File: src/rtl/bnsc_pkg.sv
// bnsc_pkg: shared constants, codes and types for the bitmap nth-set-bit cursor
// used by bnsc_store, bnsc_scan_unit and the bitmap_nth_set_bit_cursor top level
// no dependencies
`default_nettype none

package bnsc_pkg;

    localparam int BITMAP_BYTES = 8192;
    localparam int ADDR_W       = $clog2(BITMAP_BYTES);
    localparam int POS_W        = 16;
    localparam int CNT_W        = 17;

    // scan never looks at or beyond this position
    localparam logic [CNT_W-1:0] SCAN_CAP = (BITMAP_BYTES * 8 > 65536) ?
        CNT_W'(65536) : CNT_W'(BITMAP_BYTES * 8);

    localparam logic [1:0] KIND_WRITE   = 2'd0;
    localparam logic [1:0] KIND_QUERY   = 2'd1;
    localparam logic [1:0] KIND_RESTART = 2'd2;

    localparam logic CFG_TOTAL_HITS  = 1'b0;
    localparam logic CFG_BITMAP_BITS = 1'b1;

    typedef enum logic [2:0] {
        STAT_DONE     = 3'd0,
        STAT_COUNT    = 3'd1,
        STAT_POS      = 3'd2,
        STAT_PAST     = 3'd3,
        STAT_BAD      = 3'd4,
        STAT_NOTFOUND = 3'd5
    } status_t;

    typedef struct packed {
        logic       fwd;
        logic       first;
        logic [2:0] off;
    } scan_ctl_t;

    typedef struct packed {
        logic [3:0]       cnt;
        logic             found;
        logic             last;
        logic [2:0]       sel;
        logic [CNT_W-1:0] rem_left;
    } scan_res_t;

endpackage

`default_nettype wire

File: src/rtl/bnsc_scan_unit.sv
// bnsc_scan_unit: per-byte scan step, masks the live bits, counts them and
// picks the wanted hit inside the byte; depends on bnsc_pkg
`default_nettype none

module bnsc_scan_unit (
    input  wire logic [7:0]                  data,
    input  wire bnsc_pkg::scan_ctl_t         ctl,
    input  wire logic [bnsc_pkg::ADDR_W-1:0] byte_idx,
    input  wire logic [bnsc_pkg::CNT_W-1:0]  lim,
    input  wire logic [bnsc_pkg::CNT_W-1:0]  rem,
    output bnsc_pkg::scan_res_t              res
);
    import bnsc_pkg::*;

    logic [7:0]        pb;
    logic [7:0]        mask;
    logic [7:0]        m;
    logic [ADDR_W:0]   byte_ext;
    logic [ADDR_W:0]   lim_byte;
    logic [2:0]        lim_off;
    logic [CNT_W-1:0]  next_start;
    logic [3:0]        cnt;
    logic [3:0]        acc;
    logic [2:0]        sel;

    assign byte_ext   = {1'b0, byte_idx};
    assign lim_byte   = lim[CNT_W-1:3];
    assign lim_off    = lim[2:0];
    assign next_start = {byte_ext + (ADDR_W+1)'(1), 3'b000};

    always_comb
    begin
        int q;
        // position order: lowest position is the byte's top bit
        for (int i = 0; i < 8; i++)
        begin
            pb[i] = data[7 - i];
            if (ctl.fwd)
            begin
                mask[i] = (!ctl.first || (3'(i) >= ctl.off)) &&
                          ((byte_ext < lim_byte) ||
                           ((byte_ext == lim_byte) && (3'(i) < lim_off)));
            end
            else
            begin
                mask[i] = !ctl.first || (3'(i) <= ctl.off);
            end
        end
        m   = pb & mask;
        cnt = '0;
        for (int i = 0; i < 8; i++)
        begin
            cnt = cnt + 4'(m[i]);
        end
        // kth hit from the scan's side of the byte
        acc = '0;
        sel = '0;
        for (int i = 0; i < 8; i++)
        begin
            q = ctl.fwd ? i : 7 - i;
            if (m[q])
            begin
                acc = acc + 4'd1;
                if (acc == rem[3:0])
                begin
                    sel = 3'(q);
                end
            end
        end
    end

    assign res.cnt      = cnt;
    assign res.found    = CNT_W'(cnt) >= rem;
    assign res.rem_left = rem - CNT_W'(cnt);
    assign res.sel      = sel;
    assign res.last     = ctl.fwd ? (next_start >= lim) : (byte_idx == '0);

endmodule

`default_nettype wire

File: config.mk
export PLATFORM = sky130hd
export DESIGN_NAME = bnsc_scan_unit
export DESIGN_NICKNAME = d
export VERILOG_FILES = /design/src/rtl/bnsc_pkg.sv /design/src/rtl/bnsc_scan_unit.sv
export SDC_FILE = /design/constraint.sdc
export NUM_CORES = 1
export LEC_CHECK = 0
export ABC_CLOCK_PERIOD_IN_PS = 11400
export BUFFER_PORTS_ARGS = -buffer_cell sky130_fd_sc_hd__buf_2
export CORE_MARGIN = 2
export CORE_UTILIZATION = 25
export DETAILED_ROUTE_END_ITERATION = 10
export PLACE_DENSITY_LB_ADDON = 0.25
export SETUP_SLACK_MARGIN = 0.02
export SLEW_MARGIN = 25
export SYNTH_ARGS = -nofsm -noshare
export SYNTH_HDL_FRONTEND = slang
export SYNTH_SLANG_ARGS = --single-unit
export TNS_END_PERCENT = 10
File: constraint.sdc
create_clock -name vclk -period 11.4
set_input_delay 1.14 -clock vclk [all_inputs]
set_output_delay 1.14 -clock vclk [all_outputs]
set_load 0.03 [all_outputs]
# After elaboration in Yosys (flattened, before gate mapping)
# Index checks and enable logic that the tools add are counted.
# totals
reg_bits,0
in_bits,60
output_inout_bits,26
elab_cells,167
# classes
addsub,16
order_cmp,35
n_eq_ne,9
n_mux,64
bitwise,1
reduce_logical,42
# op_table
operator,n
$mux W3,24
$lt A3 B4 Y1 const B,8
$add A4 B1 Y4 const B,7
$eq A4 B4 Y1,7
$mux W1,26
$bmux W1 S3,8
$logic_or A1 B1 Y1,24
$mux W4,6
$ge A17 B17 Y1,1
$ge A4 B17 Y1,1
$sub A17 B4 Y17,1
$add A4 B1 Y4,4
$logic_and A1 B1 Y1,16
$add A13 B1 Y14 const B,1
$eq A13 B14 Y1,1
$lt A13 B14 Y1,1
$logic_not A13 Y1,1
$ge A3 B3 Y1 const A,4
$le A3 B3 Y1 const A,4
$lt A3 B3 Y1 const A,4
$and A8 B8 Y8,1
$ge A1 B3 Y1 const A,2
$ge A2 B3 Y1 const A,2
$le A1 B3 Y1 const A,2
8 further kinds,11

# Longest topological paths before layout
# Gate-level depths: netlist of the first run.
# depth
ltp_word,26
mapped_depth,39
depth_no_buf,38

# Least setup slack after synthesis of the first run
# No wires, ideal clock.
# synth_timing
path_kind,input to output
start,in lim[14] (netlist name)
end,out res[18] (netlist name)
t_arrival_ns,7.971
required_time_ns,10.260
slack_ns,2.289
path_stages,32
path_buffers,0
path_cell_list,inv_1 > ha_1 > nand4b_4 > or3_1 > nand2_1 > o21ai_0 > a41oi_1 > inv_1 > ha_1 > xnor2_2 > ha_1 > nand4_1 > nor3_1 > a221o_1 > a21o_1 > ha_1 > nor2_1 > or2_1 > inv_1 > ha_1 > nand2b_1 > nand2_1 > ha_1 > nand2_1 > nand2_1 > ha_1 > xnor3_1 > and3_1 > o211ai_1 > mux2i_1 > or4_1 > o21ai_1
# synth_lines
element,line,source
start: declaration,bnsc_scan_unit.sv:9,"input wire logic [bnsc_pkg::CNT_W-1:0] lim,"
end: declaration,bnsc_scan_unit.sv:11,output bnsc_pkg::scan_res_t res

==> results.sh, run 1 <==
export IMPL_syn_to_final_growth_pct=18.7
export IMPL_syn_area_per_cell_um2=7.16
export IMPL_wl_per_cell_um=14.3
export IMPL_via_count=3601
export IMPL_post_cts_setup_buffers=0
export IMPL_whs_ps=2590
export IMPL_critical_path_arrival_ps=8770
export IMPL_fmax_mhz=101
export IMPL_yosys_top_cells_count="43 x ha_1, 41 x inv_1, 36 x nand2_1, 36 x xnor2_1, 32 x nor2_1"
export IMPL_critPathCaptureType="primary output"
export IMPL_gp_congestion=0.831
export IMPL_grt_max_degree=33
export IMPL_cp_common_cell="ha_1"
export IMPL_status="completed"
export IMPL_antenna_found_initial=2
export IMPL_ctsHoldBuffers=0
export IMPL_wl_um=10000
export IMPL_ant_nets=0
export IMPL_setup_viol=0
export IMPL_grt_overflow=0
export IMPL_nFillCells=1396
export IMPL_fin_ws_ps=1490
export IMPL_nClkBuffers=0
export IMPL_post_cts_resize_count=0
export IMPL_final_nets=640
export IMPL_tns_ps=0
export IMPL_yosysSeqAreaShare=0
export IMPL_rows=41
export IMPL_dieArea_um2=14000
export IMPL_finalHoldViolations=0
export IMPL_post_place_ws_ps=1470
export IMPL_crit_required_ps=10260
export IMPL_numPortBuffers=86
export IMPL_relSlewSlack=0.526
export IMPL_holdPathStages=3
export IMPL_crit_slowest_cell="or4_1"
export IMPL_p_leak_nw=1.77
export IMPL_ys_top_cells_by_area="ha_1 17%, xnor2_1 9.7%, xor2_1 5.4%"
export IMPL_slew_violations=0
export IMPL_period_share=0.869
export IMPL_cpPeakStageDelay_ps=540
export IMPL_maxCapViolCount=0
export IMPL_layout_min_cycle_time_ps=9910
export IMPL_hold_class="primary input to primary output"
export IMPL_layout_area_seq_um2=0
export IMPL_synthCells=455
export IMPL_viasPerCell=5.12
export IMPL_yosysWarningCount=0
export IMPL_synth_distinct_cells=65
export IMPL_start_kind="primary input"
export IMPL_synth_most_common_cell="ha_1"
export IMPL_critPathMaxFanout=8
export IMPL_synth_largest_area_cell="ha_1"
export IMPL_grt_pass1_vias=3529
export IMPL_seq_cell_count=0
export IMPL_first_pass_iters=5
export IMPL_remaining_drc_errors=0
export IMPL_initial_core_util=0.257
export IMPL_finalPower_w=0.000379
export IMPL_vdd_ir_drop_worst_mv=0.0389
export IMPL_synth_area_um2=3260
export IMPL_worst_setup_path_type="primary input to primary output"
export IMPL_die_h_um=118
export IMPL_dp_hpwl_um=8600
export IMPL_io_pins=86
export IMPL_syn_nets=563
export IMPL_power_density_nw_per_um2=97.9
export IMPL_rsz0062_at_grt="false"
export IMPL_core_um2=12700
export IMPL_synth_top_area_frac=0.165
export IMPL_grt_pass1_wl_um=17000
export IMPL_drtIter0Drc=200
export IMPL_fp_dieW_um=118
export IMPL_grtUsageTotal=0.142
export IMPL_layout_drive_gt1_share=0.196
export IMPL_tightest_slew_ps=702
export IMPL_final_util=0.305
## critical path: cells and delay by family
family	cells	cell delay (ps)
simple gates	13	2510
fa+ha+maj	7	2190
compound gates	6	1420
xor+xnor	2	780
buf+inv	4	540
mux	1	170
## layout by cell type (no fill, tap or decap), types with 9 or more instances in the layout
master / netlist / layout
a21o_1: 9 / 9
a21oi_1: 20 / 20
and3_1: 11 / 11
buf_2: 3 / 86
ha_1: 43 / 43
inv_1: 41 / 41
nand2_1: 36 / 36
nand3_1: 17 / 17
nor2_1: 32 / 32
nor3_1: 15 / 15
o21ai_0: 19 / 19
or3_1: 12 / 12
xnor2_1: 36 / 36
xor2_1: 20 / 20
## final cells by class
type,instances,area (µm²),share of cell area
timing repair buffer,88,445,0.115
antenna,1,2.50,0.000647
inverter,41,154,0.0398
multi-input combinational,401,3050,0.789
tap,172,215,0.0556
## kinds of logic (layout without fill, tap and decap cells)
kind of cell               Yosys count  in the layout  share of synthesized area
other                                0              1                          0
adders and majority gates           48             48                      0.196
xor gates and xnor gates            62             62                      0.185
AOI/OAI and AO/OA                  113            113                      0.258
and+or+nand+nor                    175            175                      0.288
buffers and inverters               54            129                     0.0634
muxes                                3              3                    0.00922
## power breakdown
part | total, W | leakage (nW) | switching, W | internal [W]
logic | 0.000379 | 1.77 | 0.000229 | 0.000150
clock network | 0.0000000000117 | 0.00000634 | 0 | 0.0000000000117
registers | 0 | 0 | 0 | 0
## through the flow
step | cells | cell area, µm²
after global placement | 702 | 3870
final | 703 | 3870
after CTS | 702 | 3870
after global routing | 703 | 3870
after detailed placement | 702 | 3870
after floorplan | 455 | 3260
## metal layers
| metal | track usage | share of wire | wire (µm) | vias up |
|---|---|---|---|---|
| met2 | 0.252 | 0.48 | 4780 | 98 |
| met3 | 0.0125 | 0.052 | 524 | 10 |
| met1 | 0.190 | 0.46 | 4620 | 1655 |
| li1 | - | - | - | 1836 |
| met4 | 0.0166 | 0.010 | 104 | 2 |
| met5 | 0 | 0.0013 | 13 | - |
## final timing paths
check | end | startpoint
worst min-delay path | res[21] | rem[16]
worst max-delay path | res[18] | byte_idx[11]
Note: power is estimated with default switching activity, not from simulation.
==> run 2, diff against run 1 <==
- GPL_TIMING_DRIVEN: default -> 0
==> run 2 against run 1 <==
  * Combinational power increased by 1%
  * Highest routed layer is now met4
  * Utilization grew 0.24 points
  * Fmax shrank 4.8%
  * Flip-flop and latch count stayed put
  * Largest power group unchanged
==> results.sh, run 2 (same netlist as run 1, synthesis figures left out) <==
export IMPL_io_pins=86
export IMPL_ant_nets=0
export IMPL_final_util=0.308
export IMPL_tightest_slew_ps=727
export IMPL_grtUsageTotal=0.143
export IMPL_gp_congestion=0.947
export IMPL_first_pass_iters=4
export IMPL_period_share=0.914
export IMPL_whs_ps=2590
export IMPL_worstHoldStart="rem[16]"
export IMPL_viasPerCell=5.18
export IMPL_dieArea_um2=14000
export IMPL_status="completed"
export IMPL_mostFrequentLayoutCells="88 x buf_2, 43 x ha_1, 41 x inv_1"
export IMPL_p_comb_frac=1.000
export IMPL_power_density_nw_per_um2=98.4
export IMPL_grt_pass1_vias=3658
export IMPL_relSlewSlack=0.514
export IMPL_initial_core_util=0.257
export IMPL_final_nets=650
export IMPL_mostFrequentLayoutCell="buf_2"
export IMPL_clock_power_share=0
export IMPL_via_count=3688
export IMPL_p_leak_nw=1.78
export IMPL_rsz0062_at_grt="false"
export IMPL_nClkBuffers=0
export IMPL_cp_common_cell="ha_1"
export IMPL_maxCapViolCount=0
export IMPL_fmax_mhz=96.0
export IMPL_fp_dieW_um=118
export IMPL_setup_viol=0
export IMPL_switching_power_w=0.000233
export IMPL_remaining_drc_errors=0
export IMPL_post_cts_setup_buffers=0
export IMPL_post_cts_resize_count=0
export IMPL_layout_drive_gt1_share=0.193
export IMPL_p_sw_frac=0.607
export IMPL_grt_max_degree=11
export IMPL_grt_overflow=0
export IMPL_seq_cell_count=0
export IMPL_worst_setup_path_type="primary input to primary output"
export IMPL_rows=41
export IMPL_drtIter0Drc=191
export IMPL_critPathMaxFanout=7
export IMPL_finalInstanceArea_um2=3900
export IMPL_critPathCaptureType="primary output"
export IMPL_vdd_ir_drop_worst_mv=0.0346
export IMPL_cpPeakStageDelay_ps=540
export IMPL_slew_violations=0
export IMPL_power_internal_w=0.000151
export IMPL_dp_hpwl_um=8730
export IMPL_holdPathStages=3
export IMPL_layout_min_cycle_time_ps=10420
export IMPL_critical_path_arrival_ps=9280
export IMPL_numPortBuffers=85
export IMPL_core_um2=12700
export IMPL_tns_ps=0
export IMPL_layout_area_seq_um2=0
export IMPL_hold_class="primary input to primary output"
export IMPL_syn_to_final_growth_pct=19.7
export IMPL_p_seq_frac=0
export IMPL_grt_pass1_wl_um=17200
export IMPL_place_area_um2=3900
export IMPL_crit_required_ps=10260
export IMPL_diodes=0
export IMPL_wl_um=10100
export IMPL_setup_worst_path_start="byte_idx[11]"
export IMPL_crit_slowest_cell="or4_1"
export IMPL_antenna_found_initial=0
export IMPL_whs_endpoint="res[21]"
export IMPL_finalPower_w=0.000384
export IMPL_wl_per_cell_um=14.1
export IMPL_ctsHoldBuffers=0
export IMPL_die_h_um=118
export IMPL_finalHoldViolations=0
export IMPL_start_kind="primary input"
-- run 2: cell types whose count changed in the layout (fill, tap and decap cells not counted) --
| cell | change |
|---|---|
| buf_2 | +2 |
| buf_4 | -2 |
| clkbuf_1 | +10 |
| diode_2 | -1 |
-- run 2: routing by layer --
metal / vias up / wire [µm] / share of wire / track usage
met2: 124 / 4630 / 0.46 / 0.244
met5: - / 0 / 0 / 0
met1: 1699 / 4730 / 0.47 / 0.197
li1: 1846 / - / - / -
met4: 0 / 208 / 0.021 / 0.0301
met3: 19 / 496 / 0.049 / 0.00965
-- run 2: through the flow --
step	instances	worst slack [ps]
CTS	712	1010
global placement	712	1130
floorplan	455	2290
global route	712	360
finish	712	984
detailed placement	712	1060
-- run 2: power groups by stage --
stage                     Sequential, W  Combinational, W  Clock, W
after detailed placement              0          0.000384         0
after floorplan                       0          0.000293         0
after global placement                0          0.000379         0
after global routing                  0          0.000428         0
after CTS                             0          0.000386         0
final                                 0          0.000384         0
-- run 2: worst max-delay path by stage --
stage,to,cells after the start
final,res[18],35
after global routing,res[19],35
after CTS,res[18],36
after detailed placement,res[18],36
after global placement,res[18],36
after floorplan,res[18],32
-- run 2: layout make-up --
class,instances,area [µm²]
fillers,1412,8770
plain buffers,13,52.6
well taps,172,215
inverters,41,154
repair buffers,85,425
multi-input cells,401,3050
-- run 2: critical path: cells and delay by family --
kind	cells	cell delay (ps)
adder cells (fa/ha/maj)	7	2200
buffers and inverters	4	600
multiplexers	1	190
AND/OR/NAND/NOR	12	2100
AO/OA/AOI/OAI	9	2220
XOR/XNOR	2	840
